<file path="src/rtl/gtpu_pkg.sv">
// Shared constants for the GTP-U encapsulator.
`default_nettype none
package gtpu_pkg;

  localparam int MAX_FRAME_BYTES = 1514;
  localparam int HDR_BYTES       = 58;
  localparam int MAX_INNER_LEN   = MAX_FRAME_BYTES - HDR_BYTES;

  localparam int LEN_W    = 11;
  localparam int CFG_W    = 48;
  localparam int CFG_IDX_W = 3;
  localparam int HDR_CNT_W = $clog2(HDR_BYTES);

  typedef enum logic [CFG_IDX_W-1:0] {
    REG_SRC_MAC  = 3'd0,
    REG_DST_MAC  = 3'd1,
    REG_SRC_IPV4 = 3'd2,
    REG_DST_IPV4 = 3'd3,
    REG_UDP_SRC  = 3'd4,
    REG_IP_TTL   = 3'd5
  } cfg_reg_t;

  localparam logic [15:0] UDP_SRC_RESET = 16'd12345;
  localparam logic [7:0]  TTL_RESET     = 8'd64;
  localparam logic [15:0] GTPU_UDP_PORT = 16'd2152;
  localparam logic [15:0] ETH_TYPE_IPV4 = 16'h0800;
  localparam logic [7:0]  IPV4_VER_IHL  = 8'h45;
  localparam logic [7:0]  IP_PROTO_UDP  = 8'd17;
  localparam logic [7:0]  GTPU_FLAGS    = 8'h34;
  localparam logic [7:0]  GTPU_TYPE     = 8'hFF;
  localparam logic [7:0]  EXT_PDU_SESS  = 8'h85;
  localparam logic [7:0]  EXT_LEN_ONE   = 8'h01;
  localparam logic [7:0]  PDU_TYPE_UL   = 8'h10;
  localparam logic [7:0]  QFI_MASK      = 8'h3F;

  localparam logic [15:0] IP_LEN_ADD   = 16'd44;
  localparam logic [15:0] UDP_LEN_ADD  = 16'd24;
  localparam logic [15:0] GTPU_LEN_ADD = 16'd8;

endpackage
`default_nettype wire

</file>
<file path="src/rtl/gtpu_encapsulator_top.sv">
// GTP-U encapsulator top level: header generation and byte pass-through.
//
// Inner packet bytes enter one per item and leave as an Ethernet/IPv4/UDP/GTP-U
// frame, one byte per output item. Bytes after the first of a packet pass
// through at one per cycle while the output is not stalled. The first byte of
// each packet is preceded by the 58-byte outer header, all sent through the
// single output byte register. The input is held stalled during the header
// burst. The IPv4 checksum comes from a short free-running pipeline that
// settles well before its bytes are sent. The user must write configuration
// registers only while the block is idle; the block does not enforce this.
`default_nettype none
module gtpu_encapsulator_top (
  input  wire logic                           clk,
  input  wire logic                           rst,
  input  wire logic                           cfg_we,
  input  wire logic [gtpu_pkg::CFG_IDX_W-1:0] cfg_index,
  input  wire logic [gtpu_pkg::CFG_W-1:0]     cfg_data,
  input  wire logic                           in_valid,
  output logic                                in_stall,
  input  wire logic [7:0]                     data_byte,
  input  wire logic                           byte_last,
  input  wire logic [gtpu_pkg::LEN_W-1:0]     inner_length,
  input  wire logic [31:0]                    tunnel_id,
  input  wire logic [7:0]                     flow_qfi,
  output logic                                out_valid,
  input  wire logic                           out_stall,
  output logic [7:0]                          out_byte,
  output logic                                out_last
);
  import gtpu_pkg::*;

  logic [47:0] src_mac_addr;
  logic [47:0] dst_mac_addr;
  logic [31:0] outer_src_ipv4;
  logic [31:0] outer_dst_ipv4;
  logic [15:0] udp_src_port;
  logic [7:0]  ip_ttl;

  always_ff @(posedge clk) begin
    if (rst) begin
      src_mac_addr   <= '0;
      dst_mac_addr   <= '0;
      outer_src_ipv4 <= '0;
      outer_dst_ipv4 <= '0;
      udp_src_port   <= UDP_SRC_RESET;
      ip_ttl         <= TTL_RESET;
    end else if (cfg_we) begin
      case (cfg_index)
        REG_SRC_MAC:  src_mac_addr   <= cfg_data;
        REG_DST_MAC:  dst_mac_addr   <= cfg_data;
        REG_SRC_IPV4: outer_src_ipv4 <= cfg_data[31:0];
        REG_DST_IPV4: outer_dst_ipv4 <= cfg_data[31:0];
        REG_UDP_SRC:  udp_src_port   <= cfg_data[15:0];
        REG_IP_TTL:   ip_ttl         <= cfg_data[7:0];
        default: ;
      endcase
    end
  end

  // held item
  logic                 held_valid;
  logic                 held_first;
  logic [7:0]           held_byte;
  logic                 held_last;
  logic [LEN_W-1:0]     held_len;
  logic [31:0]          held_teid;
  logic [5:0]           held_qfi;
  logic                 mid_packet;
  logic [HDR_CNT_W-1:0] hdr_cnt;

  logic slot_free;
  logic send_hdr;
  logic release_item;
  logic in_accept;
  logic [LEN_W-1:0] len_sat;

  assign slot_free    = !out_valid || !out_stall;
  assign send_hdr     = held_valid && held_first &&
                        (hdr_cnt != HDR_CNT_W'(HDR_BYTES));
  assign release_item = held_valid && slot_free && !send_hdr;
  assign in_stall     = held_valid && !release_item;
  assign in_accept    = in_valid && !in_stall;
  assign len_sat      = (inner_length > LEN_W'(MAX_INNER_LEN)) ?
                        LEN_W'(MAX_INNER_LEN) : inner_length;

  always_ff @(posedge clk) begin
    if (rst) begin
      held_valid <= 1'b0;
      mid_packet <= 1'b0;
      hdr_cnt    <= '0;
    end else begin
      if (in_accept) begin
        held_valid <= 1'b1;
        mid_packet <= !byte_last;
      end else if (release_item) begin
        held_valid <= 1'b0;
      end
      if (release_item) begin
        hdr_cnt <= '0;
      end else if (send_hdr && slot_free) begin
        hdr_cnt <= hdr_cnt + 1'b1;
      end
    end
  end

  always_ff @(posedge clk) begin
    if (in_accept) begin
      held_first <= !mid_packet;
      held_byte  <= data_byte;
      held_last  <= byte_last;
      if (!mid_packet) begin
        held_len  <= len_sat;
        held_teid <= tunnel_id;
        held_qfi  <= flow_qfi[5:0] & QFI_MASK[5:0];
      end
    end
  end

  // length fields
  logic [15:0] ip_len;
  logic [15:0] udp_len;
  logic [15:0] gtp_msg_len;

  assign ip_len      = 16'(held_len) + IP_LEN_ADD;
  assign udp_len     = 16'(held_len) + UDP_LEN_ADD;
  assign gtp_msg_len = 16'(held_len) + GTPU_LEN_ADD;

  // IPv4 header checksum pipeline
  logic [17:0] ck_s1;
  logic [19:0] ck_s2;
  logic [15:0] ck_sum;
  logic [16:0] ck_fold1;
  logic [16:0] ck_fold2;

  assign ck_fold1 = 17'(ck_s2[19:16]) + 17'(ck_s2[15:0]);
  assign ck_fold2 = 17'(ck_fold1[15:0]) + 17'(ck_fold1[16]);

  always_ff @(posedge clk) begin
    ck_s1  <= 18'(outer_src_ipv4[31:16]) + 18'(outer_src_ipv4[15:0]) +
              18'(outer_dst_ipv4[31:16]) + 18'(outer_dst_ipv4[15:0]);
    ck_s2  <= 20'(ck_s1) + 20'({IPV4_VER_IHL, 8'h00}) + 20'(ip_len) +
              20'({ip_ttl, IP_PROTO_UDP});
    ck_sum <= ~ck_fold2[15:0];
  end

  // header byte select
  logic [7:0] hdr_byte;

  always_comb begin
    case (hdr_cnt)
      6'd0:  hdr_byte = dst_mac_addr[47:40];
      6'd1:  hdr_byte = dst_mac_addr[39:32];
      6'd2:  hdr_byte = dst_mac_addr[31:24];
      6'd3:  hdr_byte = dst_mac_addr[23:16];
      6'd4:  hdr_byte = dst_mac_addr[15:8];
      6'd5:  hdr_byte = dst_mac_addr[7:0];
      6'd6:  hdr_byte = src_mac_addr[47:40];
      6'd7:  hdr_byte = src_mac_addr[39:32];
      6'd8:  hdr_byte = src_mac_addr[31:24];
      6'd9:  hdr_byte = src_mac_addr[23:16];
      6'd10: hdr_byte = src_mac_addr[15:8];
      6'd11: hdr_byte = src_mac_addr[7:0];
      6'd12: hdr_byte = ETH_TYPE_IPV4[15:8];
      6'd13: hdr_byte = ETH_TYPE_IPV4[7:0];
      6'd14: hdr_byte = IPV4_VER_IHL;
      6'd16: hdr_byte = ip_len[15:8];
      6'd17: hdr_byte = ip_len[7:0];
      6'd22: hdr_byte = ip_ttl;
      6'd23: hdr_byte = IP_PROTO_UDP;
      6'd24: hdr_byte = ck_sum[15:8];
      6'd25: hdr_byte = ck_sum[7:0];
      6'd26: hdr_byte = outer_src_ipv4[31:24];
      6'd27: hdr_byte = outer_src_ipv4[23:16];
      6'd28: hdr_byte = outer_src_ipv4[15:8];
      6'd29: hdr_byte = outer_src_ipv4[7:0];
      6'd30: hdr_byte = outer_dst_ipv4[31:24];
      6'd31: hdr_byte = outer_dst_ipv4[23:16];
      6'd32: hdr_byte = outer_dst_ipv4[15:8];
      6'd33: hdr_byte = outer_dst_ipv4[7:0];
      6'd34: hdr_byte = udp_src_port[15:8];
      6'd35: hdr_byte = udp_src_port[7:0];
      6'd36: hdr_byte = GTPU_UDP_PORT[15:8];
      6'd37: hdr_byte = GTPU_UDP_PORT[7:0];
      6'd38: hdr_byte = udp_len[15:8];
      6'd39: hdr_byte = udp_len[7:0];
      6'd42: hdr_byte = GTPU_FLAGS;
      6'd43: hdr_byte = GTPU_TYPE;
      6'd44: hdr_byte = gtp_msg_len[15:8];
      6'd45: hdr_byte = gtp_msg_len[7:0];
      6'd46: hdr_byte = held_teid[31:24];
      6'd47: hdr_byte = held_teid[23:16];
      6'd48: hdr_byte = held_teid[15:8];
      6'd49: hdr_byte = held_teid[7:0];
      6'd53: hdr_byte = EXT_PDU_SESS;
      6'd54: hdr_byte = EXT_LEN_ONE;
      6'd55: hdr_byte = PDU_TYPE_UL;
      6'd56: hdr_byte = {2'b00, held_qfi};
      default: hdr_byte = 8'h00;
    endcase
  end

  // output register
  always_ff @(posedge clk) begin
    if (rst) begin
      out_valid <= 1'b0;
    end else if (slot_free) begin
      out_valid <= held_valid;
    end
  end

  always_ff @(posedge clk) begin
    if (slot_free && held_valid) begin
      if (send_hdr) begin
        out_byte <= hdr_byte;
        out_last <= 1'b0;
      end else begin
        out_byte <= held_byte;
        out_last <= held_last;
      end
    end
  end

endmodule
`default_nettype wire
</file>
<file path="config.mk">
export PLATFORM = sky130hd
export DESIGN_NAME = gtpu_encapsulator_top
export DESIGN_NICKNAME = d
export VERILOG_FILES = /design/src/rtl/gtpu_pkg.sv /design/src/rtl/gtpu_encapsulator_top.sv
export SDC_FILE = /design/constraint.sdc
export NUM_CORES = 1
export LEC_CHECK = 0
export BUFFER_PORTS_ARGS = -buffer_cell sky130_fd_sc_hd__buf_2
export CELL_PAD_IN_SITES_DETAIL_PLACEMENT = 1
export CELL_PAD_IN_SITES_GLOBAL_PLACEMENT = 2
export CORE_ASPECT_RATIO = 1.4
export CORE_MARGIN = 4
export CORE_UTILIZATION = 25
export DETAILED_ROUTE_END_ITERATION = 10
export GPL_ROUTABILITY_DRIVEN = 0
export PLACE_DENSITY = 0.68
export REMOVE_ABC_BUFFERS = 1
export SYNTH_ARGS = -nofsm -noshare
export SYNTH_HDL_FRONTEND = slang
export SYNTH_SLANG_ARGS = --single-unit
</file>
<file path="constraint.sdc">
create_clock -name clk -period 7.3 [get_ports clk]
set_input_delay 0.365 -clock clk [delete_from_list [all_inputs] [get_ports clk]]
set_output_delay 0.365 -clock clk [all_outputs]
set_load 0.05 [all_outputs]
</file>
Yosys cells after proc, flatten, opt, wreduce, memory -nomap -nowiden
Index checks and enable logic that the tools add are counted.
{"block": "classes", "n_addsub": 12, "order_cmp": 1, "n_eq_ne": 51, "n_mux": 4, "bitwise": 2, "n_reduce_logical": 27}
{"operator": "8-bit one-hot mux with 45 select lines", "count": 1}
{"operator": "6-bit == test, second input constant", "count": 20}
{"operator": "6-bit by 5-bit == test with 1-bit output, second input constant", "count": 12}
{"operator": "6-bit by 4-bit == test with 1-bit output, second input constant", "count": 6}
{"operator": "6-bit by 3-bit == test with 1-bit output, second input constant", "count": 4}
{"operator": "19-bit by 12-bit adder with 20-bit output", "count": 1}
{"operator": "20-bit by 16-bit adder with 20-bit output", "count": 1}
{"operator": "18-bit by 15-bit adder with 19-bit output, second input constant", "count": 1}
{"operator": "17-bit by 16-bit adder with 18-bit output", "count": 1}
{"operator": "18-bit by 16-bit adder with 18-bit output", "count": 1}
{"operator": "16-bit by 16-bit adder with 17-bit output", "count": 1}
{"operator": "4-bit by 16-bit adder with 17-bit output", "count": 1}
{"operator": "16-bit by 1-bit adder with 16-bit output", "count": 1}
{"operator": "16-bit NOT", "count": 1}
{"operator": "2-bit AND reduction", "count": 7}
{"operator": "11-bit by 4-bit adder with 12-bit output, second input constant", "count": 1}
{"operator": "11-bit by 5-bit adder with 12-bit output, second input constant", "count": 1}
{"operator": "11-bit by 6-bit adder with 12-bit output, second input constant", "count": 1}
{"operator": "6-bit by 2-bit == test with 1-bit output, second input constant", "count": 2}
{"operator": "11-bit > comparator, second input constant", "count": 1}
{"operator": "8-bit two-way mux", "count": 1}
{"operator": "1-bit logical AND", "count": 7}
{"operator": "1-bit logical NOT", "count": 7}
{"operator": "6-bit by 1-bit adder with 6-bit output, second input constant", "count": 1}
{"operator": "12 further kinds", "count": 16}
{"block": "totals", "ff_bits": 315, "input_bits": 116, "out_inout_bits": 11, "word_cells": 118}

Logic depth before layout (Yosys ltp)
Gate-level depths: netlist of run 1.
{"block": "depth", "word_depth": 9, "depth_mapped": 17, "depth_no_buf": 17}

Least setup slack after synthesis of run 1
OpenSTA, ideal clock, no wires.
{"block": "synth_timing", "path_type": "reg2reg", "from": "register hdr_cnt[0]", "to": "register held_len[0] (enable)", "setup_time_ns": 0.412, "arrival_time_ns": 3.737, "required_time_ns": 6.888, "setup_slack_ns": 3.152, "stages_incl_launch_ff": 8, "n_path_buf": 0, "cell_sequence": "dfxtp_1 -> inv_1 -> ha_1 -> nand3_1 -> o211ai_1 -> a21boi_0 -> nor2b_1 -> and2_1"}
{"block": "synth_via", "elab_chain_cells": 9}
{"element": "start: declaration", "line": "gtpu_encapsulator_top.sv:69", "text": "logic [HDR_CNT_W-1:0] hdr_cnt;"}
{"element": "start signal: assignment", "line": "gtpu_encapsulator_top.sv:101", "text": "hdr_cnt <= hdr_cnt + 1'b1;"}
{"element": "6-bit inequality test", "line": "gtpu_encapsulator_top.sv:79", "text": "(hdr_cnt != HDR_CNT_W'(HDR_BYTES));"}
{"element": "1-bit logical AND", "line": "gtpu_encapsulator_top.sv:78", "text": "assign send_hdr = held_valid && held_first &&"}
{"element": "1-bit logical NOT", "line": "gtpu_encapsulator_top.sv:80", "text": "assign release_item = held_valid && slot_free && !send_hdr;"}
{"element": "1-bit logical AND", "line": "gtpu_encapsulator_top.sv:80"}
{"element": "1-bit logical NOT", "line": "gtpu_encapsulator_top.sv:81", "text": "assign in_stall = held_valid && !release_item;"}
{"element": "1-bit logical AND", "line": "gtpu_encapsulator_top.sv:81"}
{"element": "named net in_stall", "line": "gtpu_encapsulator_top.sv:19", "text": "output logic in_stall,"}
{"element": "1-bit logical NOT", "line": "gtpu_encapsulator_top.sv:82", "text": "assign in_accept = in_valid && !in_stall;"}
{"element": "1-bit logical AND", "line": "gtpu_encapsulator_top.sv:82"}
{"element": "named net in_accept", "line": "gtpu_encapsulator_top.sv:74", "text": "logic in_accept;"}
{"element": "2-bit AND reduction (no source line)"}
{"element": "end signal: assignment", "line": "gtpu_encapsulator_top.sv:112", "text": "held_len <= len_sat;"}
{"element": "end: declaration", "line": "gtpu_encapsulator_top.sv:65", "text": "logic [LEN_W-1:0] held_len;"}
The timed path passes the listed nets, and every way through them passes these cells.
A chain may end at the register's enable or synchronous reset.

Worst setup path in the final report of run 1
{"block": "layout_timing", "from": "register held_len[4]", "to": "register ck_s2[17]"}
{"block": "layout_via", "elab_chain_cells": 3}
{"element": "11-bit by 6-bit adder with 12-bit output", "line": "gtpu_encapsulator_top.sv:124", "text": "assign ip_len = 16'(held_len) + IP_LEN_ADD;"}
{"element": "19-bit by 12-bit adder with 20-bit output", "line": "gtpu_encapsulator_top.sv:141", "text": "ck_s2 <= 20'(ck_s1) + 20'({IPV4_VER_IHL, 8'h00}) + 20'(ip_len) +"}
{"element": "20-bit by 16-bit adder with 20-bit output", "line": "gtpu_encapsulator_top.sv:141"}
{"element": "end signal: assignment", "line": "gtpu_encapsulator_top.sv:141"}
{"element": "end: declaration", "line": "gtpu_encapsulator_top.sv:130", "text": "logic [19:0] ck_s2;"}
No other way between the ends.

==> out/metrics.yaml, run 1 <==
clocking:
  cts_buffers: 35
  clock_sinks: 314
  cts_tree: "yes"
  htree_levels: 2
  cts-root-buf: "clkbuf_16"
  cts_setup_buffers: 0
  clk_latency_ps: 550
  clock_path_buffers: 3
  path_clk_slew_ps: 60
  cts-resized-gates: 0
logic_synthesis:
  ys.flop_type: "dfxtp_1"
  ys_warn_count: 0
  yosys-top-cells-area: "dfxtp_1, edfxtp_1, nand2_1"
  synth_edf_count: 68
  async_reset_ff_share_pct: 0
  yosysSeqAreaShare_pct: 43.5
  synth_largest_area_cell: "dfxtp_1"
  syn_area_mm2: 0.0160
  synth_cells: 1820
  synth_commonest_cells: "nand2_1, dfxtp_1, a21oi_1"
  ys_types: 71
  syn_avg_cell_area_um2: 8.80
  synth_seq_cells: 314
  yosys.area.top_type_share_pct: 30.7
  yosys.cell_count.top_type: "nand2_1"
floorplan:
  initial_core_util_pct: 25.3
  fp-row-count: 109
  dieArea_mm2: 0.0682
  die_height_um: 308
  io_pins: 127
  core_mm2: 0.0633
  die_x_um: 222
sta:
  fin_crit_sh_pct: 60.4
  fin_worst_skew_ps: 28.9
  relSlewSlack_pct: 16.2
  setup_viol: 0
  worst_pin_slew_ps: 1250
  drv_slew: 0
  max_freq_mhz: 227
  worst_slack_ps: 2890
  tns_ps: 0
  min_period_ps: 4410
  rsz0062_at_grt: "false"
  hold_violations: 0
run:
  max-cap-violations: 0
finish:
  nFillCells: 7497
  syn2layout_area_growth_pct: 18.7
  num_antenna_cells: 0
  layout.nets: 2173
  drive_gt1_share_pct: 12.2
global_route:
  antenna_found_initial: 1
  grt_usage_pct: 19.9
  grt_max_degree: 115
  grt_pass1_vias: 15000
  grt_overflow: 0
  grt_pass1_wl_um: 102000
power_and_ir_drop:
  ir_drop_mv: 0.151
  p_total_uw: 4410
  cellPowerDensity_mw_per_mm2: 232
  p_leak_uw: 0.00739
drt:
  routedWlPerCell_um: 25.0
  remaining_drc_errors: 0
  post_drt_via_cell_ratio: 5.15
  drt-initial-drc-count: 1023
  drtAntennaViolNets: 0
  drt-pass1-iter-count: 5
  wirelength_um: 70200
  vias: 14429
worst_setup_path:
  arrival_ps: 4800
  crit_path_end_kind: "register"
  critPathRequiredTime_ps: 7690
  crit_start: "held_len[4]"
  critPathMaxFanout: 8
  start_kind: "register"
  critPathKind: "reg2reg"
  r2r-start: "held_len[4]"
placed_design:
  dp_slack_ps: 2910
  place.detailed.hpwl_um: 50900
  io_buffers: 124
run_status:
  status: "completed"
hold_path:
  hp-class: "in2reg"
  min_from: "tunnel_id[1]"
## sequential cells by signal, indices dropped and copies added (netlist names)
register	cells
ck_s1	18
outer_src_ipv4	32
out_valid	1
dst_mac_addr	48
src_mac_addr	48
held_last	1
held_len	11
ip_ttl	8
ck_s2	19
outer_dst_ipv4	32
out_byte	8
held_first	1
held_byte	8
udp_src_port	16
held_qfi	6
hdr_cnt	6
ck_sum	16
out_last	1
held_teid	32
held_valid	1
mid_packet	1
## through the flow
step                      instance area (µm²)  hold WS, ps  utilization, %  std cells
after floorplan                         15600          426               -       1714
after global placement                  17600          441            27.8       2707
after detailed placement                17600          446            27.8       2707
after CTS                               19000       0.0517            30.0       2801
after global routing                    19000         8.74            30.0       2803
final                                   19000         19.5            30.0       2803
## what timing repair did
item / 4_1_cts / 5_1_grt
endpoints found under the hold margin: 31 / 2
endpoints found under the setup margin: 0 / 0
hold buffers: 31 / 2
## layout by cell type, fill, tap and decap left out, drive strengths merged, types with 27 or more instances in the layout
cell type      n
clkbuf        49
edfxtp        68
nand3         27
a22oi         77
nor2          61
dlygate4sd3   33
inv           56
nand2        429
xnor2         39
a21oi        222
buf          161
o21ai         38
ha            74
dfxtp        246
fa            38
and3          29
## cell type report
class	count	area, µm²	share of cell area (%)
inverter	55	206	1.09
sequential	314	6970	36.6
timing repair buffer	194	1230	6.50
clock buffer	49	992	5.22
clock inverter	14	124	0.651
multi-input combinational	1345	8450	44.4
tap	832	1040	5.48
## routing by layer
layer / global-route usage (%) / vias up / share of wire [%]
li1: - / 6662 / -
met1: 23.3 / 7253 / 40
met2: 36.9 / 387 / 52
met3: 2.10 / 125 / 3.9
met4: 8.31 / 2 / 4.6
met5: 0 / - / 0.019
## critical path, cell delays in order (launching register included)
cell,delay (ps)
edfxtp_1,520
ha_1,320
a21oi_1,250
nor2b_1,220
nor2_1,90
xnor2_1,460
fa_1,300
fa_1,420
ha_1,390
a21o_1,220
a21o_1,170
a31o_2,230
a211oi_1,360
o41ai_1,160
xor2_1,160
## logic make-up after synthesis
group	count (synthesis)	share of synthesized area (%)
mux	7	0.437
xor+xnor	61	3.34
simple gates	689	19.3
fa+ha+maj	112	10.5
buf+inv	161	4.03
compound gates	476	18.9
flops	314	43.5
## power by group
group	switching [µW]	total (µW)	internal, µW
sequential	136	2050	1910
combinational	348	566	218
clock	768	1790	1020
## path summary, 6_finish.rpt
check / to / slack, ps / depth (start not counted)
worst max-delay path: ck_s2[17] / 2890 / 14
worst min-delay path: held_teid[1] / 20 / 1
worst max register to register: ck_s2[17] / 2890 / 14
worst min register to register: dst_mac_addr[3] / 450 / 2
Power figures use the tool's default switching activity.
==> inputs of run 2 (changes only) <==
- PLACE_DENSITY: 0.68 -> 0.7
- clock period: 7.3 -> 4.05 ns (I/O delays scaled with it)
==> run 2 against run 1 <==
  * Cell area grew 5.4%
  * Global-route usage is 0.46 points higher
  * Register-to-register slack lost 2700 ps
  * Maximum frequency is 15% higher
  * Sequential power grew 80%
  * Hold slack worse by 8.4 ps
  * Critical endpoint is now ck_s1[15]
  * Highest routed layer is now met4
==> out/metrics.yaml, run 2 (synthesis results as in run 1) <==
worst_setup_path:
  cpMostUsedCell: "fa_1"
  crit_path_end_kind: "register"  # unchanged
  cpLargestDelayFamily: "adder cells"  # unchanged
  cp.depth: 12  # was 14
  crit_buf_inv: 1  # was 0
  cp_cell_sequence: "fa_1 -> fa_1 -> ha_1 -> inv_1 -> fa_1 -> nor2b_1 -> o21ai_0 -> a21boi_0 -> o2111ai_1 -> a31oi_1 -> a221o_1 -> xor2_1"  # was ha_1 -> a21oi_1 -> nor2b_1 -> nor2_1 -> xnor2_1 -> fa_1 -> fa_1 -> ha_1 -> a21o_1 -> a21o_1 -> a31o_2 -> a211oi_1 -> o41ai_1 -> xor2_1
  critical_path.slowest_cell: "fa_1"  # was edfxtp_1
  arrival_ps: 4320  # was 4800 ps
  critPathRequiredTime_ps: 4530  # was 7690 ps
  start_kind: "register"  # unchanged
  slowest_delay_ps: 550  # was 520 ps
  critPathKind: "reg2reg"  # unchanged
  r2r_setup_slack_ps: 210  # was 2890 ps
  critPathMaxFanout: 3  # was 8
  reg2reg_depth: 12  # was 14
clocking:
  clk_latency_ps: 550  # about the same
  htree_levels: 2  # unchanged
  path_clk_slew_ps: 70  # was 60 ps
  clock_path_buffers: 3  # unchanged
  cts-root-buf: "clkbuf_16"  # unchanged
  cts_tree: "yes"  # unchanged
  clock_sinks: 314  # unchanged
  cts_buffers: 35  # unchanged
sta:
  worst_pin_slew_ps: 1250  # about the same
  fin_crit_sh_pct: 94.8  # was 60.4%
  holdWs_ps: 11.1  # was 19.5 ps
  tns_ps: 0  # unchanged
  fin_worst_skew_ps: 18.9  # was 28.9 ps
  min_period_ps: 3840  # was 4410 ps
  relSlewSlack_pct: 16.1  # was 16.2%
  rsz0062_at_grt: "false"  # unchanged
  setup_viol: 0  # unchanged
  hold_violations: 0  # unchanged
  drv_slew: 0  # unchanged
  max_freq_mhz: 260  # was 227 MHz
floorplan:
  die_height_um: 308  # unchanged
  core_mm2: 0.0633  # unchanged
  dieArea_mm2: 0.0682  # unchanged
  initial_core_util_pct: 25.3  # unchanged
  io_pins: 127  # unchanged
  fp-row-count: 109  # unchanged
  die_x_um: 222  # unchanged
global_route:
  antenna_found_initial: 0  # was 1
  grt_overflow: 0  # unchanged
  grt_usage_pct: 20.3  # was 19.9%
  grt_max_degree: 109  # was 115
  grt_pass1_wl_um: 105000  # was 102000 µm
  grt_pass1_vias: 15719  # was 15000
run:
  max-cap-violations: 0  # unchanged
placed_design:
  dp_cells: 2748  # was 2707
  place.detailed.hpwl_um: 53400  # was 50900 µm
  io_buffers: 124  # unchanged
power_and_ir_drop:
  p_leak_uw: 0.00789  # was 0.00739 µW
  switchingPower_uw: 2280  # was 1250 µW
  clkPwrFrac_pct: 40.0  # was 40.7%
  swShare_pct: 28.5  # was 28.4%
  seqPwrFrac_pct: 46.0  # was 46.5%
  pwr-share-comb_pct: 14.0  # was 12.8%
  p_total_uw: 8010  # was 4410 µW
  ir_drop_mv: 0.226  # was 0.151 mV
  p_int_uw: 5720  # was 3150 µW
  cellPowerDensity_mw_per_mm2: 400  # was 232 mW/mm²
hold_path:
  hold-path-cell-count: 3  # was 1
  hp-class: "in2reg"  # unchanged
drt:
  post_drt_via_cell_ratio: 5.13  # was 5.15
  drt-initial-drc-count: 951  # was 1023
  routedWlPerCell_um: 24.6  # was 25.0 µm
  drtAntennaViolNets: 0  # unchanged
  drt-pass1-iter-count: 5  # unchanged
  remaining_drc_errors: 0  # unchanged
  wirelength_um: 71500  # was 70200 µm
  vias: 14943  # was 14429
finish:
  layout.nets: 2281  # was 2173
  num_antenna_cells: 0  # unchanged
  layout_common_cells: "nand2_1, dfxtp_1, a21oi_1"  # unchanged
  drive_gt1_share_pct: 13.8  # was 12.2%
  syn2layout_area_growth_pct: 25.1  # was 18.7%
  final_common_cell: "nand2_1"  # unchanged
  reg_top3: "dst_mac_addr: 48 flops, src_mac_addr: 48 flops"  # unchanged
  final_cell_count_no_fill: 2912  # was 2803
run_status:
  status: "completed"  # unchanged
[run 2: power groups by stage]
stage	clock network, µW	logic, µW	registers (µW)
2_1_floorplan	0	598	3640
3_3_place_gp	0	1010	3750
3_5_place_dp	0	1030	3750
4_1_cts	3270	1120	3690
5_1_grt	3380	1240	3710
6_report	3200	1120	3690
[run 2: worst register-to-register path: stages, from the launching register on]
cell,delay (ps)
dfxtp_1,390
fa_1,510
fa_1,550
ha_1,200
inv_1,60
fa_1,410
nor2b_1,120
o21ai_0,120
a21boi_0,420
o2111ai_1,260
a31oi_1,330
a221o_1,230
xor2_1,150
[run 2: path summary, 6_finish.rpt]
| check | startpoint | to |
|---|---|---|
| max | outer_dst_ipv4[1] | ck_s1[15] |
| min | cfg_data[2] | outer_dst_ipv4[2] |
| max reg2reg | outer_dst_ipv4[1] | ck_s1[15] |
| min reg2reg | dst_mac_addr[17] | dst_mac_addr[17] |
[run 2: final cells by class]
| cell class | count | area (µm²) |
|---|---|---|
| Tap cell | 832 | 1040 |
| Inverter | 55 | 206 |
| Clock buffer | 56 | 1070 |
| Clock inverter | 8 | 51.3 |
| Timing Repair Buffer | 302 | 2230 |
| Sequential cell | 314 | 6970 |
| Multi-Input combinational cell | 1345 | 8470 |
| Fill cell | 7461 | 43300 |
[run 2: metrics by stage]
stage | util [%] | instance area (µm²) | worst slack [ps]
finish | 31.7 | 20000 | 211
CTS | 31.6 | 20000 | 5.97
detailed placement | 28.3 | 17900 | 34.9
floorplan | - | 15600 | -1070
global route | 31.7 | 20000 | 24.0
global placement | 28.3 | 17900 | 122
[run 2: timing repair]
item	4_1_cts	5_1_grt
endpoints found under the hold margin	220	0
buffers inserted	0	0
cloned	0	0
hold buffers	100	0
resized for setup	1	6
endpoints found under the setup margin	1	6
[run 2: routing by layer]
metal  track usage [%]  vias up  share of wire, %
met2              38.1      461                52
met1              23.1     7460                39
met4              9.49        0               5.2
met5                 0        -                 0
li1                  -     6878                 -
met3              2.15      144               4.0
==> inputs of run 3 (changes only) <==
- CORE_UTILIZATION: 25 -> 34
- PLACE_DENSITY: 0.7 -> 0.88
==> run 3 against run 2 <==
  * Die area is 26% lower
  * Total power is 2.5% higher
  * Sequential cell count stayed put
  * Non-clock buffer count fell by 9
  * Routed wire length decreased by 4.3%
  * First-iteration DRC count grew 29%
  * Critical path depth unchanged
  * Combinational power about the same
  * Maximum frequency barely moved
  * Clock power grew 6%
  * Cell count fell by 7.7%
  * Clock skew up 1.8 ps
  * Critical path type unchanged
  * Critical endpoint is now ck_s1[17]
  * Highest routed layer unchanged
==> out/metrics.yaml, run 3 (synthesis results as in run 1) <==
drt:
  remaining_drc_errors: 0  # unchanged
  routedWlPerCell_um: 25.5  # was 24.6 µm
  post_drt_via_cell_ratio: 5.70  # was 5.13
  drt-pass1-iter-count: 5  # unchanged
  vias: 15327  # was 14943
  drtAntennaViolNets: 0  # unchanged
  drt-initial-drc-count: 1231  # was 951
  wirelength_um: 68400  # was 71500 µm
worst_setup_path:
  start_kind: "register"  # unchanged
  critPathRequiredTime_ps: 4480  # was 4530 ps
  arrival_ps: 4270  # was 4320 ps
  critical_path.slowest_cell: "fa_1"  # unchanged
  critPathMaxFanout: 3  # unchanged
  cp_cell_sequence: "fa_1 -> fa_1 -> ha_1 -> inv_1 -> fa_1 -> nor2b_1 -> o21ai_0 -> a21boi_0 -> o2111ai_1 -> a31oi_1 -> a221o_1 -> a31o_2"  # was fa_1 -> fa_1 -> ha_1 -> inv_1 -> fa_1 -> nor2b_1 -> o21ai_0 -> a21boi_0 -> o2111ai_1 -> a31oi_1 -> a221o_1 -> xor2_1
  crit_path_end_kind: "register"  # unchanged
  crit_buf_inv: 1  # unchanged
  critPathKind: "reg2reg"  # unchanged
  cpMostUsedCell: "fa_1"  # unchanged
  cpLargestDelayFamily: "compound AO/OA/AOI/OAI gates"  # was adder cells
  slowest_delay_ps: 640  # was 550 ps
run:
  max-cap-violations: 0  # unchanged
floorplan:
  io_pins: 127  # unchanged
  die_height_um: 265  # was 308 µm
  core_mm2: 0.0463  # was 0.0633 mm²
  die_x_um: 191  # was 222 µm
  fp-row-count: 93  # was 109
  dieArea_mm2: 0.0507  # was 0.0682 mm²
  initial_core_util_pct: 34.6  # was 25.3%
global_route:
  grt_usage_pct: 26.3  # was 20.3%
  grt_max_degree: 101  # was 109
  antenna_found_initial: 2  # was 0
  grt_pass1_wl_um: 101000  # was 105000 µm
  grt_pass1_vias: 16188  # was 15719
  grt_overflow: 0  # unchanged
clocking:
  htree_levels: 2  # unchanged
  cts_tree: "yes"  # unchanged
  path_clk_slew_ps: 60  # was 70 ps
  clock_sinks: 314  # unchanged
  clock_path_buffers: 3  # unchanged
  cts-root-buf: "clkbuf_16"  # unchanged
  cts_buffers: 34  # was 35
  clk_latency_ps: 540  # was 550 ps
sta:
  relSlewSlack_pct: 21.6  # was 16.1%
  drv_slew: 0  # unchanged
  hold_violations: 0  # unchanged
  tns_ps: 0  # unchanged
  worst_pin_slew_ps: 1170  # was 1250 ps
  rsz0062_at_grt: "false"  # unchanged
  min_period_ps: 3840  # about the same
  max_freq_mhz: 260  # about the same
  fin_worst_skew_ps: 20.7  # was 18.9 ps
  setup_viol: 0  # unchanged
  fin_crit_sh_pct: 94.8  # about the same
power_and_ir_drop:
  p_total_uw: 8210  # was 8010 µW
  swShare_pct: 27.7  # was 28.5%
  seqPwrFrac_pct: 44.9  # was 46.0%
  pwr-share-comb_pct: 13.8  # was 14.0%
  cellPowerDensity_mw_per_mm2: 414  # was 400 mW/mm²
  clkPwrFrac_pct: 41.3  # was 40.0%
  switchingPower_uw: 2270  # was 2280 µW
  ir_drop_mv: 0.284  # was 0.226 mV
  p_int_uw: 5940  # was 5720 µW
  p_leak_uw: 0.00788  # was 0.00789 µW
placed_design:
  place.detailed.hpwl_um: 48800  # was 53400 µm
  io_buffers: 124  # unchanged
  dpl_cell_area_mm2: 0.0175  # was 0.0179 mm²
finish:
  syn2layout_area_growth_pct: 23.9  # was 25.1%
  layout.nets: 2271  # was 2281
  final_common_cell: "nand2_1"  # unchanged
  drive_gt1_share_pct: 13.4  # was 13.8%
  design_area_mm2: 0.0199  # was 0.0200 mm²
  utilization_pct: 42.9  # was 31.7%
  nFillCells: 5471  # was 7461
  reg_top3: "dst_mac_addr: 48 flops, src_mac_addr: 48 flops"  # unchanged
  layout_common_cells: "nand2_1, dfxtp_1, a21oi_1"  # unchanged
run_status:
  status: "completed"  # unchanged
hold_path:
  hp-class: "in2reg"  # unchanged
==> run 3: cell count changes in the layout (fill, tap and decap cells not counted), sizes merged, moves of 4 or more <==
| cell | change |
|---|---|
| buf | -15 |
| clkbuf | -8 |
| dlygate4sd3 | +6 |
| bufinv | +4 |
==> run 3: power by group through the flow <==
stage                     Combinational [µW]  Clock, µW  Sequential, µW
after floorplan                          598          0            3640
after global placement                   974          0            3740
after detailed placement                1020          0            3740
after CTS                               1120       3430            3680
after global routing                    1240       3560            3710
final                                   1130       3390            3690
==> run 3: cell type report <==
class / instances / area (µm²) / area share, %
diodes: 2 / 5.00 / 0.0252
clock buffers: 48 / 1030 / 5.17
clock inverters: 14 / 173 / 0.870
inverters: 55 / 206 / 1.04
multi-input cells: 1345 / 8500 / 42.8
flip-flops and latches: 314 / 6970 / 35.1
well taps: 617 / 772 / 3.89
repair buffers: 293 / 2200 / 11.1
==> run 3: worst paths after layout <==
kind	slack, ps	startpoint	end	depth (start not counted)
max	210	outer_src_ipv4[1]	ck_s1[17]	12
min	20	cfg_data[7]	outer_dst_ipv4[7]	3
max reg2reg	210	outer_src_ipv4[1]	ck_s1[17]	12
min reg2reg	450	udp_src_port[7]	udp_src_port[7]	2
==> run 3: repair_timing <==
action                                  4_1_cts  5_1_grt
pin swaps                                     0        0
buffers inserted                              0        1
endpoints found under the setup margin        3        5
gates resized for setup                       3        7
hold buffers                                106        0
endpoints found under the hold margin       209        0
==> run 3: worst reg2reg max path, delay by kind of cell (launching register included) <==
kind | cells | cell delay, ps
AO/OA/AOI/OAI | 6 | 1700
adder cells (fa/ha/maj) | 4 | 1550
buffers and inverters | 1 | 80
flip-flops | 1 | 350
AND/OR/NAND/NOR | 1 | 60
==> run 3: per-layer routing <==
layer	vias to the layer above	GRT usage [%]	share of wire, %
met4	0	17.1	7.9
li1	6848	-	-
met2	687	46.0	49
met1	7536	29.8	36
met3	256	3.86	6.7
met5	-	0	0
==> run 3: through the flow <==
step / instances / setup slack, ps / hold WS [ps]
global route: 2688 / 25.7 / 22.2
finish: 2688 / 211 / 22.1
floorplan: 1714 / -1070 / 272
CTS: 2685 / 64.7 / 10.1
detailed placement: 2517 / -34.8 / 381
global placement: 2517 / 117 / 378
